## src/rtl/ring_fourier_mode_analyzer_defines.svh

```systemverilog
// Assertion macros shared by the ring Fourier mode analyser RTL.
// No dependencies; included by the files that carry assertions.
`ifndef RING_FOURIER_MODE_ANALYZER_DEFINES_SVH
`define RING_FOURIER_MODE_ANALYZER_DEFINES_SVH
`ifndef SYNTH
`define RFMA_ASSERT_IMPLY(name, clk, rst_n, ante, cons) \
    name: assert property (@(posedge clk) disable iff (!rst_n) (ante) |-> (cons)) \
        else $error("rfma: same-cycle check failed");
`define RFMA_ASSERT_NEXT(name, clk, rst_n, ante, cons) \
    name: assert property (@(posedge clk) disable iff (!rst_n) (ante) |=> (cons)) \
        else $error("rfma: next-cycle check failed");
`else
`define RFMA_ASSERT_IMPLY(name, clk, rst_n, ante, cons)
`define RFMA_ASSERT_NEXT(name, clk, rst_n, ante, cons)
`endif
`endif

```

## src/rtl/rfma_pkg.sv

```systemverilog
// Package for the ring Fourier mode analyser: widths, constants, CORDIC
// angle table and the structs passed between its modules. No dependencies.
package rfma_pkg;

    localparam int MAX_RING     = 1024;
    localparam int MAX_MODES    = 64;
    localparam int RING_AW      = $clog2(MAX_RING);
    localparam int LEN_W        = 11;
    localparam int MODE_W       = 6;
    localparam int SAMPLE_W     = 24;
    localparam int CORDIC_STEPS = 30;
    localparam int ROT_W        = 34;
    localparam int TW_W         = 26;
    localparam int PROD_W       = SAMPLE_W + TW_W;
    localparam int ACC_W        = 62;
    localparam int MAG_W        = ACC_W - 1;
    localparam int DIV_W        = 48;
    localparam int AMP_W        = 34;
    localparam int PHASE_W      = 16;
    localparam int IN_DATA_W    = 24;
    localparam int OUT_DATA_W   = 56;

    localparam logic [ROT_W-1:0] ROT_GAIN = ROT_W'(652032874);
    localparam logic [21:0]      AMP_GAIN = 22'd4000824;
    localparam logic [AMP_W-1:0] AMP_MAX  = {AMP_W{1'b1}};

    localparam logic [LEN_W-1:0] RING_DEFAULT = 11'd256;
    localparam logic [MODE_W-1:0] MODE_DEFAULT = 6'd8;
    localparam logic [LEN_W-1:0] RING_MIN     = 11'd2;
    localparam logic [LEN_W-1:0] RING_MAX     = LEN_W'(MAX_RING);

    localparam logic REG_RING_LENGTH  = 1'b0;
    localparam logic REG_HIGHEST_MODE = 1'b1;

    typedef struct packed {
        logic                       valid;
        logic                       last;
        logic [31:0]                angle;
        logic signed [SAMPLE_W-1:0] sample;
    } t_tw_in;

    typedef struct packed {
        logic                       valid;
        logic                       last;
        logic signed [SAMPLE_W-1:0] sample;
        logic signed [TW_W-1:0]     cosv;
        logic signed [TW_W-1:0]     sinv;
    } t_tw_out;

    typedef struct packed {
        logic             start;
        logic [DIV_W-1:0] dividend;
        logic [LEN_W-1:0] divisor;
    } t_div_req;

    typedef struct packed {
        logic             done;
        logic [DIV_W-1:0] quot;
        logic [LEN_W-1:0] rem;
    } t_div_rsp;

    typedef struct packed {
        logic             done;
        logic [MAG_W-1:0] mag;
        logic [31:0]      ang;
    } t_pol_rsp;

    // atan(2^-i) as a Q32 fraction of a turn
    function automatic logic [31:0] turn_atan(input logic [4:0] idx);
        logic [31:0] v;
        case (idx)
            5'd0:  v = 32'h20000000;
            5'd1:  v = 32'h12E4051E;
            5'd2:  v = 32'h09FB385B;
            5'd3:  v = 32'h051111D4;
            5'd4:  v = 32'h028B0D43;
            5'd5:  v = 32'h0145D7E1;
            5'd6:  v = 32'h00A2F61E;
            5'd7:  v = 32'h00517C55;
            5'd8:  v = 32'h0028BE53;
            5'd9:  v = 32'h00145F2F;
            5'd10: v = 32'h000A2F98;
            5'd11: v = 32'h000517CC;
            5'd12: v = 32'h00028BE6;
            5'd13: v = 32'h000145F3;
            5'd14: v = 32'h0000A2FA;
            5'd15: v = 32'h0000517D;
            5'd16: v = 32'h000028BE;
            5'd17: v = 32'h0000145F;
            5'd18: v = 32'h00000A30;
            5'd19: v = 32'h00000518;
            5'd20: v = 32'h0000028C;
            5'd21: v = 32'h00000146;
            5'd22: v = 32'h000000A3;
            5'd23: v = 32'h00000051;
            5'd24: v = 32'h00000029;
            5'd25: v = 32'h00000014;
            5'd26: v = 32'h0000000A;
            5'd27: v = 32'h00000005;
            5'd28: v = 32'h00000003;
            5'd29: v = 32'h00000001;
            default: v = 32'h00000000;
        endcase
        return v;
    endfunction

endpackage

```

## src/rtl/rfma_divider.sv

```systemverilog
// Restoring radix-2 divider, one quotient bit per cycle.
// Depends on rfma_pkg (widths, request/response structs).
module rfma_divider (
    input  logic              i_clk,
    input  logic              i_rst_n,
    input  rfma_pkg::t_div_req i_req,
    output rfma_pkg::t_div_rsp o_rsp
);
    import rfma_pkg::*;

    localparam int CNT_W = $clog2(DIV_W);

    logic             r_busy, n_busy;
    logic             r_done;
    logic [CNT_W-1:0] r_cnt;
    logic [DIV_W-1:0] r_q;
    logic [LEN_W-1:0] r_rem, r_d;
    logic [LEN_W:0]   trial;
    logic             ge;

    assign trial = {r_rem, r_q[DIV_W-1]};
    assign ge    = trial >= {1'b0, r_d};
    assign n_busy = i_req.start ? 1'b1 :
                    (r_busy && r_cnt == CNT_W'(DIV_W - 1)) ? 1'b0 : r_busy;

    always_ff @(posedge i_clk) begin
        if (!i_rst_n) begin
            r_busy <= 1'b0;
            r_done <= 1'b0;
        end else begin
            r_busy <= n_busy;
            r_done <= r_busy && r_cnt == CNT_W'(DIV_W - 1);
        end
    end

    always_ff @(posedge i_clk) begin
        if (i_req.start) begin
            r_q   <= i_req.dividend;
            r_d   <= i_req.divisor;
            r_rem <= '0;
            r_cnt <= '0;
        end else if (r_busy) begin
            r_q   <= {r_q[DIV_W-2:0], ge};
            r_rem <= ge ? LEN_W'(trial - {1'b0, r_d}) : trial[LEN_W-1:0];
            r_cnt <= r_cnt + 1'b1;
        end
    end

    assign o_rsp.done = r_done;
    assign o_rsp.quot = r_q;
    assign o_rsp.rem  = r_rem;

endmodule

```

## config.mk

```make
export PLATFORM = sky130hd
export DESIGN_NAME = rfma_divider
export DESIGN_NICKNAME = d
export VERILOG_FILES = /design/src/rtl/ring_fourier_mode_analyzer_defines.svh /design/src/rtl/rfma_pkg.sv /design/src/rtl/rfma_divider.sv
export SDC_FILE = /design/constraint.sdc
export NUM_CORES = 1
export LEC_CHECK = 0
export BUFFER_PORTS_ARGS = -buffer_cell sky130_fd_sc_hd__buf_2
export CAP_MARGIN = 10
export CELL_PAD_IN_SITES_DETAIL_PLACEMENT = 1
export CELL_PAD_IN_SITES_GLOBAL_PLACEMENT = 2
export CORE_ASPECT_RATIO = 0.8
export CORE_UTILIZATION = 30
export DETAILED_ROUTE_END_ITERATION = 16
export PLACE_DENSITY_LB_ADDON = 0.08
export SYNTH_ARGS = -nofsm -noshare
export SYNTH_HDL_FRONTEND = slang
export SYNTH_SLANG_ARGS = --single-unit
```

## constraint.sdc

```tcl
create_clock -name i_clk -period 2.15 [get_ports i_clk]
set_clock_uncertainty 0.1 [all_clocks]
set_input_delay 0.43 -clock i_clk [delete_from_list [all_inputs] [get_ports i_clk]]
set_output_delay 0.43 -clock i_clk [all_outputs]
set_load 0.01 [all_outputs]
```

==> impl_metrics.ini <==
[die]
dieArea_um2 = 13100
pin_count = 122
rows = 36
die_h_um = 103
die_w_um = 128
start_util_pct = 31.0
core_um2 = 12300

[drt]
vias = 2750
avgViaCountPerCell = 4.50
drt-initial-drc-count = 82
totalWireLength_mm = 9.51
drc = 0
final_antenna_net_count = 0
routedWlPerCell_um = 15.6
dr.pass1.iters = 4

[logic_synthesis]
synth.cell_area_um2 = 3800
yosysMostFrequentCell = edfxtp_1
synth_ff_type = edfxtp_1
synth_area_leaders = edfxtp_1 (47%), mux2_2 (14%), dfxtp_1 (10%)
synth_xor_area_share_pct = 2.07
yosysWarningCount = 0
synth_compound_area_share_pct = 7.93
ys_types = 48
synth_adder_area_share_pct = 4.47
syn_inst = 286
synth.top_cell.area_share_pct = 46.6
syn_avg_cell_area_um2 = 13.3
async_flop_share_pct = 0
synthMuxAreaShare_pct = 16.7
synth_edf_count = 59
synth_top_cell_by_area = edfxtp_1
synth_nets = 361
synth-seq-area-share_pct = 56.6
ys_seq_elements = 78
ys_top_cells_by_count = edfxtp_1 (59), mux2_2 (48), nor2_1 (24)
yosys.area_share.simple_pct = 8.85
synth_top_family_by_area = multiplexers

[timing]
drv_slew = 0
finalSetupViolCount = 12
finalCritPeriodShare_pct = 106
rsz0062_at_grt = true
hold_viol = 0
maxSlewHeadroom_pct = 73.7
setup_slack_ns = -0.124
fin_crit_ns = 2.27
tightest_slew_ns = 0.394
fin_tns_setup_ns = -0.873
max_freq_ghz = 0.440

[layout]
multiInputGateArea_um2 = 1620
syn2layout_area_growth_pct = 38.6
stdcell_area_um2 = 5270
layout.area.seq_um2 = 2150
fin_cells = 611
fillers = 1322
fin_nets = 509
drive_above_1_share_pct = 54.7

[critical_path]
reg2reg_from = r_d[0]
crit_arrival_ns = 2.39
crit_type = reg -> reg
crit_required_ns = 2.26
start_kind = register
crit_fanout = 4
worstSetupEndpointType = register
crit_start = r_d[0]
worst-r2r-cell-count = 9

[hold_path]
hp-start = i_req[2]
hp-class = in -> reg
whs_path_depth = 1

[outcome]
outcome = finished with violations
violations = setup timing

[power]
p_per_area_nw_per_um2 = 878
switching_share_pct = 25.7
p_switching_mw = 1.19
comb_power_share_pct = 21.8
intPower_mw = 3.44
pwr-share-clk_pct = 37.8
power.leakage_nw = 2.22
power.share.sequential_pct = 40.4
peakVddDrop_mv = 0.390

[place]
dpl.cell_count = 590
dpl_cell_area_um2 = 4800
hpwl_mm = 6.99
port-buffer-count = 121
gp_congestion = 0.724

[cts]
cts_hold_buf = 0
cts_root_buffer = clkbuf_16
htreeDepth = 3
cts.sinks = 78
clockBufferDepth = 2
cts_tree = done
path_clk_slew_ns = 0.06
insertion_delay_ns = 0.34
numCtsBuffers = 9

[job]
drv_cap = 0

[global_route]
grt_max_degree = 44
antenna_found_initial = 1
met3_usage_pct = 4.93
grt_pass1_vias = 2811
grt.met1_usage_pct = 20.8
grt_pass1_wl_mm = 14.8
grt_usage_pct = 14.9
busiest_layer = met2
grt_overflow_total = 0
use_met2_pct = 21.6
[area by class of cell]
type	count	share of cell area, %
multi-input cells	178	30.8
clock buffers	10	4.34
diodes	1	0.0475
clock inverters	6	2.09
inverters	15	1.07
well taps	171	4.06
flip-flops and latches	78	40.8
repair buffers	152	16.8
[metal layers]
metal | share of wire [%] | wire (um)
met4 | 1.3 | 127
met1 | 50 | 4780
met5 | 0 | 0
met3 | 6.0 | 574
met2 | 42 | 4030
[layout by cell type, fill, tap and decap left out, drive strengths merged, types with 4 or more instances in the layout]
master | Yosys | final
inv | 15 | 15
dfxtp | 19 | 19
mux2 | 49 | 49
ha | 12 | 12
o21ai | 11 | 11
xnor2 | 6 | 6
a211oi | 8 | 8
buf | 8 | 152
mux2i | 8 | 8
nor2 | 24 | 24
nand2 | 9 | 9
a21oi | 8 | 8
clkbuf | 7 | 10
edfxtp | 59 | 59
nand2b | 4 | 4
[power by group through the flow]
stage | Clock, mW | Sequential, mW | Combinational (mW)
after CTS | 1.81 | 1.87 | 0.972
after global placement | 0 | 1.89 | 0.936
final | 1.75 | 1.87 | 1.01
after floorplan | 0 | 1.95 | 0.495
after detailed placement | 0 | 1.90 | 0.938
after global routing | 1.87 | 1.89 | 1.11
[sequential cells by signal (all words and copies together) (netlist names)]
register  flops
r_rem        11
r_d          11
r_busy        1
r_q          48
r_done        1
r_cnt         6
[final timing paths]
kind | to | slack, ns
worst min-delay path | r_d[2] | 0.16
worst max-delay path | r_rem[2] | -0.12
worst max register to register | r_rem[2] | -0.12
worst min register to register | r_cnt[5] | 0.39
[metrics by stage]
stage	total power [mW]	util [%]	worst slack, ns	hold slack [ns]
4_1_cts	4.65	42.4	-0.128	0.147
3_5_place_dp	2.84	39.1	-0.177	0.390
5_1_grt	4.87	43.0	-0.214	0.145
3_3_place_gp	2.83	39.1	-0.0671	0.369
2_1_floorplan	2.45	-	-0.171	0.354
6_report	4.63	43.0	-0.124	0.165
[cell families (layout without fill, tap and decap cells)]
family / count (synthesis) / count (layout)
DFF: 78 / 78
and+or+nand+nor: 58 / 58
muxes: 57 / 57
AOI/OAI and AO/OA: 41 / 41
buffers and inverters: 30 / 183
adders and majority gates: 13 / 13
xor gates and xnor gates: 9 / 9
other: 0 / 1
[worst max-delay path: stages (launching register included)]
cell,delay [ns]
edfxtp_1,0.42
ha_4,0.19
fa_2,0.37
nor2b_4,0.14
o31a_4,0.14
o21ai_4,0.07
o21ai_4,0.24
buf_6,0.17
mux2i_2,0.22
a211oi_1,0.09
[what timing repair did]
action,4_1_cts,5_1_grt
gates resized for setup,8,13
buffers inserted,3,1
cloned,0,0
setup endpoints to repair,12,12
pin swaps,3,8
(Power assumes the default switching activity.)
