$ cat config.mk
export PLATFORM = sky130hd
export DESIGN_NAME = rfma_polar
export DESIGN_NICKNAME = d
export VERILOG_FILES = /design/src/rtl/ring_fourier_mode_analyzer_defines.svh /design/src/rtl/rfma_pkg.sv /design/src/rtl/rfma_polar.sv
export SDC_FILE = /design/constraint.sdc
export NUM_CORES = 1
export LEC_CHECK = 0
export ABC_AREA = 1
export BUFFER_PORTS_ARGS = -buffer_cell sky130_fd_sc_hd__buf_2
export CORE_ASPECT_RATIO = 1.2
export CORE_MARGIN = 10
export CORE_UTILIZATION = 30
export DETAILED_ROUTE_END_ITERATION = 8
export GPL_TIMING_DRIVEN = 0
export MAX_ROUTING_LAYER = met4
export PLACE_DENSITY = 0.54
export SLEW_MARGIN = 20
export SYNTH_ARGS = -nofsm -noshare
export SYNTH_HDL_FRONTEND = slang
export SYNTH_SLANG_ARGS = --single-unit
$ cat constraint.sdc
create_clock -name i_clk -period 6.1 [get_ports i_clk]
set_input_delay 0.915 -clock i_clk [delete_from_list [all_inputs] [get_ports i_clk]]
set_output_delay 0.915 -clock i_clk [all_outputs]
set_load 0.05 [all_outputs]
$ cat src/rtl/ring_fourier_mode_analyzer_defines.svh
// Assertion macros shared by the ring Fourier mode analyser RTL.
// No dependencies; included by the files that carry assertions.
`ifndef RING_FOURIER_MODE_ANALYZER_DEFINES_SVH
`define RING_FOURIER_MODE_ANALYZER_DEFINES_SVH
`ifndef SYNTH
`define RFMA_ASSERT_IMPLY(name, clk, rst_n, ante, cons) \
    name: assert property (@(posedge clk) disable iff (!rst_n) (ante) |-> (cons)) \
        else $error("rfma: same-cycle check failed");
`define RFMA_ASSERT_NEXT(name, clk, rst_n, ante, cons) \
    name: assert property (@(posedge clk) disable iff (!rst_n) (ante) |=> (cons)) \
        else $error("rfma: next-cycle check failed");
`else
`define RFMA_ASSERT_IMPLY(name, clk, rst_n, ante, cons)
`define RFMA_ASSERT_NEXT(name, clk, rst_n, ante, cons)
`endif
`endif

$ cat src/rtl/rfma_pkg.sv
// Package for the ring Fourier mode analyser: widths, constants, CORDIC
// angle table and the structs passed between its modules. No dependencies.
package rfma_pkg;

    localparam int MAX_RING     = 1024;
    localparam int MAX_MODES    = 64;
    localparam int RING_AW      = $clog2(MAX_RING);
    localparam int LEN_W        = 11;
    localparam int MODE_W       = 6;
    localparam int SAMPLE_W     = 24;
    localparam int CORDIC_STEPS = 30;
    localparam int ROT_W        = 34;
    localparam int TW_W         = 26;
    localparam int PROD_W       = SAMPLE_W + TW_W;
    localparam int ACC_W        = 62;
    localparam int MAG_W        = ACC_W - 1;
    localparam int DIV_W        = 48;
    localparam int AMP_W        = 34;
    localparam int PHASE_W      = 16;
    localparam int IN_DATA_W    = 24;
    localparam int OUT_DATA_W   = 56;

    localparam logic [ROT_W-1:0] ROT_GAIN = ROT_W'(652032874);
    localparam logic [21:0]      AMP_GAIN = 22'd4000824;
    localparam logic [AMP_W-1:0] AMP_MAX  = {AMP_W{1'b1}};

    localparam logic [LEN_W-1:0] RING_DEFAULT = 11'd256;
    localparam logic [MODE_W-1:0] MODE_DEFAULT = 6'd8;
    localparam logic [LEN_W-1:0] RING_MIN     = 11'd2;
    localparam logic [LEN_W-1:0] RING_MAX     = LEN_W'(MAX_RING);

    localparam logic REG_RING_LENGTH  = 1'b0;
    localparam logic REG_HIGHEST_MODE = 1'b1;

    typedef struct packed {
        logic                       valid;
        logic                       last;
        logic [31:0]                angle;
        logic signed [SAMPLE_W-1:0] sample;
    } t_tw_in;

    typedef struct packed {
        logic                       valid;
        logic                       last;
        logic signed [SAMPLE_W-1:0] sample;
        logic signed [TW_W-1:0]     cosv;
        logic signed [TW_W-1:0]     sinv;
    } t_tw_out;

    typedef struct packed {
        logic             start;
        logic [DIV_W-1:0] dividend;
        logic [LEN_W-1:0] divisor;
    } t_div_req;

    typedef struct packed {
        logic             done;
        logic [DIV_W-1:0] quot;
        logic [LEN_W-1:0] rem;
    } t_div_rsp;

    typedef struct packed {
        logic             done;
        logic [MAG_W-1:0] mag;
        logic [31:0]      ang;
    } t_pol_rsp;

    // atan(2^-i) as a Q32 fraction of a turn
    function automatic logic [31:0] turn_atan(input logic [4:0] idx);
        logic [31:0] v;
        case (idx)
            5'd0:  v = 32'h20000000;
            5'd1:  v = 32'h12E4051E;
            5'd2:  v = 32'h09FB385B;
            5'd3:  v = 32'h051111D4;
            5'd4:  v = 32'h028B0D43;
            5'd5:  v = 32'h0145D7E1;
            5'd6:  v = 32'h00A2F61E;
            5'd7:  v = 32'h00517C55;
            5'd8:  v = 32'h0028BE53;
            5'd9:  v = 32'h00145F2F;
            5'd10: v = 32'h000A2F98;
            5'd11: v = 32'h000517CC;
            5'd12: v = 32'h00028BE6;
            5'd13: v = 32'h000145F3;
            5'd14: v = 32'h0000A2FA;
            5'd15: v = 32'h0000517D;
            5'd16: v = 32'h000028BE;
            5'd17: v = 32'h0000145F;
            5'd18: v = 32'h00000A30;
            5'd19: v = 32'h00000518;
            5'd20: v = 32'h0000028C;
            5'd21: v = 32'h00000146;
            5'd22: v = 32'h000000A3;
            5'd23: v = 32'h00000051;
            5'd24: v = 32'h00000029;
            5'd25: v = 32'h00000014;
            5'd26: v = 32'h0000000A;
            5'd27: v = 32'h00000005;
            5'd28: v = 32'h00000003;
            5'd29: v = 32'h00000001;
            default: v = 32'h00000000;
        endcase
        return v;
    endfunction

endpackage

$ cat src/rtl/rfma_polar.sv
// Iterative vectoring CORDIC: (A,B) to magnitude and Q32 turn angle,
// one micro-rotation per cycle. Depends on rfma_pkg.
module rfma_polar (
    input  logic                        i_clk,
    input  logic                        i_rst_n,
    input  logic                        i_start,
    input  logic signed [rfma_pkg::ACC_W-1:0] i_a,
    input  logic signed [rfma_pkg::ACC_W-1:0] i_b,
    output rfma_pkg::t_pol_rsp          o_rsp
);
    import rfma_pkg::*;

    logic                    r_busy, r_done, r_zero;
    logic [4:0]              r_i;
    logic signed [ACC_W-1:0] r_a, r_b;
    logic [31:0]             r_z;
    logic signed [ACC_W-1:0] dx, dy;
    logic                    last_it;

    assign dx = r_b >>> r_i;
    assign dy = r_a >>> r_i;
    assign last_it = r_i == 5'(CORDIC_STEPS - 1);

    always_ff @(posedge i_clk) begin
        if (!i_rst_n) begin
            r_busy <= 1'b0;
            r_done <= 1'b0;
        end else begin
            r_done <= r_busy && last_it;
            if (i_start)                r_busy <= 1'b1;
            else if (r_busy && last_it) r_busy <= 1'b0;
        end
    end

    always_ff @(posedge i_clk) begin
        if (i_start) begin
            // left half-plane: rotate by half a turn first
            r_a    <= i_a[ACC_W-1] ? -i_a : i_a;
            r_b    <= i_a[ACC_W-1] ? -i_b : i_b;
            r_z    <= i_a[ACC_W-1] ? 32'h80000000 : 32'h0;
            r_zero <= (i_a == '0) && (i_b == '0);
            r_i    <= '0;
        end else if (r_busy) begin
            if (!r_b[ACC_W-1]) begin
                r_a <= r_a + dx;
                r_b <= r_b - dy;
                r_z <= r_z + turn_atan(r_i);
            end else begin
                r_a <= r_a - dx;
                r_b <= r_b + dy;
                r_z <= r_z - turn_atan(r_i);
            end
            r_i <= r_i + 1'b1;
        end
    end

    assign o_rsp.done = r_done;
    assign o_rsp.mag  = (r_zero || r_a[ACC_W-1]) ? '0 : r_a[MAG_W-1:0];
    assign o_rsp.ang  = r_zero ? 32'h0 : r_z;

endmodule

==> results of run 1 <==
[stage by stage]
| step | instances | TNS (ns) | setup slack (ns) | total power [mW] | hold WS, ns |
|---|---|---|---|---|---|
| after CTS | 7765 | -0.0208 | -0.0208 | 27.6 | 0.576 |
| after global placement | 7728 | -897.99 | -5.53 | 25.7 | 0.613 |
| after global routing | 7799 | -0.188 | -0.0566 | 30.8 | 0.619 |
| after detailed placement | 7733 | -36.42 | -1.37 | 25.7 | 0.627 |
| final | 7804 | 0 | 0.0441 | 29.4 | 0.605 |
| after floorplan | 6012 | 0 | 0.650 | 16.5 | 0.574 |
[final cells by class]
cell class	count	area (µm²)	share of cell area [%]
Antenna cell	23	57.6	0.146
Buffer	227	1350	3.43
Clock buffer	18	429	1.09
Clock inverter	12	128	0.324
Inverter	588	2220	5.62
Multi-Input combinational cell	5002	26500	67.2
Sequential cell	194	5460	13.8
Tap cell	1496	1870	4.75
Timing Repair Buffer	244	1420	3.61
[power by group]
group / leakage (nW) / internal, mW / switching, mW
registers: 1.91 / 2.33 / 1.77
logic: 15.9 / 6.80 / 17.2
clock network: 0.267 / 0.568 / 0.708
[cell families (layout without fill, tap and decap cells)]
group	Yosys count	count (layout)	synth area share, %
AO/OA/AOI/OAI	1028	1028	16.8
other	0	23	0
AND/OR/NAND/NOR	3655	3655	47.0
flip-flops	194	194	16.2
adder cells (fa/ha/maj)	182	182	6.81
buffers and inverters	816	1089	9.71
XOR/XNOR	137	137	3.55
[path summary, 6_finish.rpt]
| kind | endpoint |
|---|---|
| min reg2reg | r_busy$_SDFFE_PN0P_ |
| max reg2reg | r_a[52]$_DFFE_PP_ |
| max | r_a[52]$_DFFE_PP_ |
| min | r_busy$_SDFFE_PN0P_ |
[worst register-to-register path, delay by kind of cell, from the launching register on]
kind / cells / cell delay (ns)
compound gates: 6 / 0.99
xor+xnor: 1 / 0.41
fa+ha+maj: 1 / 0.37
buf+inv: 5 / 1.15
flops: 1 / 0.31
simple gates: 15 / 2.55
[cells in the final DEF (no fill, tap or decap), drive strengths merged, types with 47 or more instances in the layout]
master	netlist	final
nand2	1643	1643
nand3	987	987
nor2	794	794
inv	579	582
a21oi	410	410
o21ai	409	409
buf	139	358
ha	179	179
edfxtp	157	157
clkbuf	89	121
xor2	103	103
nor3	100	100
nand4	51	51
a31oi	47	47
[layer usage]
layer,track usage [%],routed length [µm]
met5,-,0
met4,33.5,27400
met3,7.30,20800
met1,46.2,99300
met2,61.8,114000
[cell usage after synthesis, types with 12 or more instances]
| master | n |
|---|---|
| dfxtp_1 | 37 |
| a21o_1 | 31 |
| nand2_1 | 1604 |
| o21a_1 | 17 |
| ha_1 | 179 |
| o211ai_1 | 16 |
| nand4_1 | 50 |
| nor3_2 | 13 |
| clkbuf_1 | 89 |
| inv_1 | 542 |
| inv_2 | 35 |
| xor2_1 | 103 |
| nand2_2 | 38 |
| buf_2 | 67 |
| edfxtp_1 | 157 |
| a31oi_1 | 47 |
| xnor2_1 | 34 |
| o21ai_0 | 363 |
| nand3b_1 | 17 |
| nor4_1 | 34 |
| o21bai_1 | 13 |
| nor3_1 | 85 |
| buf_6 | 12 |
| o21ai_1 | 35 |
| nand3_1 | 976 |
| nor2_1 | 747 |
| buf_1 | 50 |
| a21oi_1 | 409 |
| nor2_2 | 38 |
| o22ai_1 | 33 |
[what timing repair did]
item | in CTS | in global routing
hold buffers | 0 | 0
pin swaps | 9 | 34
buffers inserted | 3 | 16
setup endpoints to repair | 71 | 53
resized for setup | 208 | 228
==> impl_metrics.csv, run 1 <==
group,metric,value,unit
status,status,"completed",
critical_path,crit_buf_inv,5,
place,io_buffers,220,
yosys,synth.area.top_cells,"nand2_1, nand3_1, edfxtp_1",
detailed_routing,drtPass1Iterations,9,
detailed_routing,vias,46300,
sta,hold_viol,0,
clock_tree,cts_buffers,17,
hold_path,hp-class,"input pin to flop",
yosys,yosysTopAreaCell,"nand2_1",
place,gp_congestion,1.17,
pwr,power_density,745,nW/µm²
detailed_routing,drc_errors,0,
finish,layout-drive-gt1-share,13.1,%
clock_tree,htreeDepth,4,
yosys,synth_ff_type,"edfxtp_1",
global_routing,grt_max_degree,52,
finish,area_growth,16.8,%
yosys,syn-num-nets,6321,
clock_tree,cts_tree,"done",
clock_tree,cts.sinks,194,
floorplanning,die-width,326,µm
global_routing,gr-total-overflow,0,
floorplanning,core_area,111000,µm²
clock_tree,root_buffer,"clkbuf_16",
yosys,synth_seq_cells,194,
floorplanning,ios,221,
sta,setup_viol,0,
yosys,yosysWarnings,0,
critical_path,path_depth,28,
hold_path,hp-start,"i_rst_n",
flow_run,drv_cap,0,
global_routing,grt_pass1_vias,42900,
yosys,postSynth.asyncResetShare,0,%
critical_path,critPathKind,"flop to flop",
floorplanning,dieHeight,387,µm
place,dpl.hpwl,218000,µm
finish,fill_cells,12900,
finish,fin_util,35.4,%
hold_path,hold_depth,3,
critical_path,arrival,6.37,ns
sta,period_share,99.3,%
place,place_area,36900,µm²
detailed_routing,ant_nets,0,
critical_path,max_stage_delay,0.40,ns
floorplanning,dieArea,126000,µm²
detailed_routing,wire_per_inst,33.6,µm
yosys,synthCells,6012,
floorplanning,start_util,30.3,%
global_routing,antenna_found_initial,26,
finish,design_area,39400,µm²
detailed_routing,wirelength,262000,µm
critical_path,startpoint,"r_i[2]$_SDFFE_PP0P_",
sta,timing.fmax,0.165,GHz
detailed_routing,drt_iter0_drc,6021,
sta,worstMarginPinSlew,1.27,ns
yosys,synthesis.area,33800,µm²
yosys,synth_edf_count,157,
critical_path,reg2regPathDepth,28,
sta,final_max_slew_viol_count,0,
critical_path,cp_slowest_cell,"xor2_2",
sta,slew_headroom,15.1,%
sta,skew,0.0418,ns
clock_tree,clk_path_buf_depth,2,
pwr,peakVddDrop,0.501,mV
yosys,yosysTopAreaCellShare,17.8,%
finish,fin_nets,6583,
global_routing,track_usage,40.6,%
clock_tree,clkTransAtPathRegs,0.09,ns
pwr,p_leak,18.1,nW
detailed_routing,viasPerCell,5.93,
critical_path,cp.required,6.41,ns
critical_path,crit_top_cell,"nand3_1",
critical_path,cp-start-kind,"flop",
critical_path,worst_path_dominant_cell_family,"simple AND/OR/NAND/NOR gates",
sta,min_period,6.06,ns
critical_path,crit_fanout,10,
global_routing,grt_pass1_wl,349000,µm
yosys,yosys.cell_types.count,69,
critical_path,worstSetupEndpointType,"flop",
floorplanning,num_rows,134,
sta,rsz0062_at_grt,"yes",
critical_path,r2r_start,"r_i[2]$_SDFFE_PP0P_",
yosys,ys_seq_area_share,16.2,%
critical_path,regToRegSetupSlack,0.04,ns
yosys,avgSynthCellArea,5.62,µm²
clock_tree,insertion_delay,0.59,ns
No activity file was read; power rests on OpenSTA's default activity.
==> run 2: changes to the inputs <==
Clock period 6.1 ns to 7.6 ns, I/O delays scaled along.
==> run 2 against run 1 <==
Effect of this change:
- the flow now finishes with violations (negative setup slack)
- total power is 24% lower
- sequential power decreased by 20%
- largest cell class unchanged
- design area down 4.9%
- largest power group unchanged
==> impl_metrics.csv, run 2 (synthesized netlist as in run 1, its figures left out) <==
group,metric,value,unit
finish,seqCellArea,5460,µm²
clock_tree,cts_tree,"done",
finish,design_area,37500,µm²
floorplanning,ios,221,
place,gp_congestion,1.17,
critical_path,cp_slowest_cell,"xor2_1",
place,place_area,36900,µm²
floorplanning,core_area,111000,µm²
clock_tree,clkTransAtPathRegs,0.09,ns
sta,skew,0.0397,ns
global_routing,grtUsageMet3,6.84,%
global_routing,grt_max_degree,52,
critical_path,critPathKind,"flop to flop",
place,place_inst,7733,
critical_path,path_depth,27,
detailed_routing,drt_iter0_drc,6206,
detailed_routing,vias,46000,
global_routing,top_usage_layer,"met2",
sta,whs,0.633,ns
finish,fin_nets,6565,
floorplanning,dieHeight,387,µm
clock_tree,clk_path_buf_depth,2,
sta,worstMarginPinSlew,1.28,ns
clock_tree,cts.sinks,194,
global_routing,gr-total-overflow,0,
clock_tree,cts_setup_buffers,0,
detailed_routing,drtPass1Iterations,8,
floorplanning,num_rows,134,
sta,rsz0062_at_grt,"no",
sta,slew_headroom,14.6,%
finish,final_cell_mix,"nand2_1, nand3_1, nor2_1",
place,place_ws,0.130,ns
critical_path,r2r_start,"r_i[0]$_SDFFE_PP0P_",
critical_path,cp.required,7.79,ns
finish,finalNonFillerCells,7777,
detailed_routing,wire_per_inst,33.6,µm
sta,min_period,7.76,ns
hold_path,hold_depth,3,
critical_path,max_stage_delay,0.95,ns
hold_path,hp-start,"r_busy$_SDFFE_PN0P_",
sta,period_share,102,%
detailed_routing,drc_errors,0,
sta,setup_viol,1,
pwr,p_leak,17.5,nW
pwr,power_density,596,nW/µm²
clock_tree,cts_buffers,17,
clock_tree,root_buffer,"clkbuf_16",
sta,hold_viol,0,
finish,final_common_cell,"nand2_1",
sta,fin_setup_tns,-0.159,ns
sta,setup_ws,-0.159,ns
global_routing,grt_pass1_wl,348000,µm
clock_tree,insertion_delay,0.59,ns
critical_path,crit_fanout,10,
critical_path,regToRegSetupSlack,-0.16,ns
critical_path,crit_top_cell,"nand2_1",
place,dpl.hpwl,218000,µm
global_routing,track_usage,40.5,%
clock_tree,cts_resized,0,
critical_path,cp-start-kind,"flop",
finish,layout-drive-gt1-share,8.71,%
sta,timing.fmax,0.129,GHz
clock_tree,cts_hold_buf,0,
status,status,"complete, but fails checks",
clock_tree,htreeDepth,4,
critical_path,regToRegEndpoint,"r_b[49]$_DFFE_PP_",
floorplanning,die-width,326,µm
global_routing,antenna_found_initial,24,
finish,fill_cells,13000,
floorplanning,start_util,30.3,%
pwr,peakVddDrop,0.394,mV
critical_path,arrival,7.95,ns
global_routing,grt_pass1_vias,42700,
status,failed_checks,"negative setup slack",
detailed_routing,wirelength,261000,µm
critical_path,reg2regPathDepth,27,
critical_path,worst_path_dominant_cell_family,"compound AO/OA/AOI/OAI gates",
global_routing,met1_usage,46.0,%
critical_path,crit_buf_inv,4,
sta,final_max_slew_viol_count,0,
hold_path,hold_path_end,"r_busy$_SDFFE_PN0P_",
finish,multi_input_area,25100,µm²
detailed_routing,ant_nets,0,
global_routing,grt_util_met2,61.4,%
critical_path,worstSetupEndpointType,"flop",
detailed_routing,viasPerCell,5.92,
finish,area_growth,11.2,%
flow_run,drv_cap,0,
floorplanning,dieArea,126000,µm²
hold_path,hp-class,"flop to flop",
place,io_buffers,220,
-- run 2: cell count changes in the layout (fill, tap and decap cells not counted), moves of 20 or more --
cell and change:
nand3_1 +30, buf_2 +24, a21oi_1 +37, nand3_2 -28, nor2_1 +20, buf_1 +27, xor2_2 -20, nand2_1 +28
nand2_2 -26, buf_4 -29, a21oi_2 -24, xor2_1 +33, o21ai_0 +29
-- run 2: how the worst max path moves through the flow --
stage | from | to | slack, ns
global placement | i_start | r_b[34]$_DFFE_PP_ | -4.26
CTS | r_i[0]$_SDFFE_PP0P_ | r_b[51]$_DFFE_PP_ | 0.1
floorplan | i_start | r_a[0]$_DFFE_PP_ | 1.92
global route | r_i[0]$_SDFFE_PP0P_ | r_b[57]$_DFFE_PP_ | 0.04
detailed placement | r_i[0]$_SDFFE_PP0P_ | r_b[51]$_DFFE_PP_ | 0.13
finish | r_i[0]$_SDFFE_PP0P_ | r_b[49]$_DFFE_PP_ | -0.16
-- run 2: stage by stage --
step	util (%)	power, mW
2_1_floorplan	-	13.3
3_3_place_gp	32.9	20.6
3_5_place_dp	33.1	20.6
4_1_cts	33.6	21.7
5_1_grt	33.6	23.5
6_report	33.7	22.4
-- run 2: metal layers --
metal / up-vias / part of all wire [%]
met5: - / 0
met3: 693 / 7.6
met1: 22000 / 38
li1: 20700 / -
met2: 2646 / 43
met4: 0 / 11
-- run 2: worst reg2reg max path: cells and delay by family, from the launching register on --
family	cells	cell delay [ns]
compound gates	8	2.34
xor+xnor	1	0.95
fa+ha+maj	2	0.72
buf+inv	4	1.32
flops	1	0.40
simple gates	12	1.66
-- run 2: final cells by class --
cell class	instances	area share [%]
multi-input combinational	5002	66.8
sequential	194	14.5
inverter	588	5.89
tap	1496	4.99
timing repair buffer	225	3.28
buffer	228	2.91
clock buffer	18	1.14
clock inverter	12	0.340
antenna	14	0.0934
-- run 2: report_power, final --
part / internal [mW] / leakage [nW] / switching, mW
combinational: 4.83 / 15.3 / 13.3
sequential: 1.87 / 1.91 / 1.39
clock: 0.456 / 0.267 / 0.565
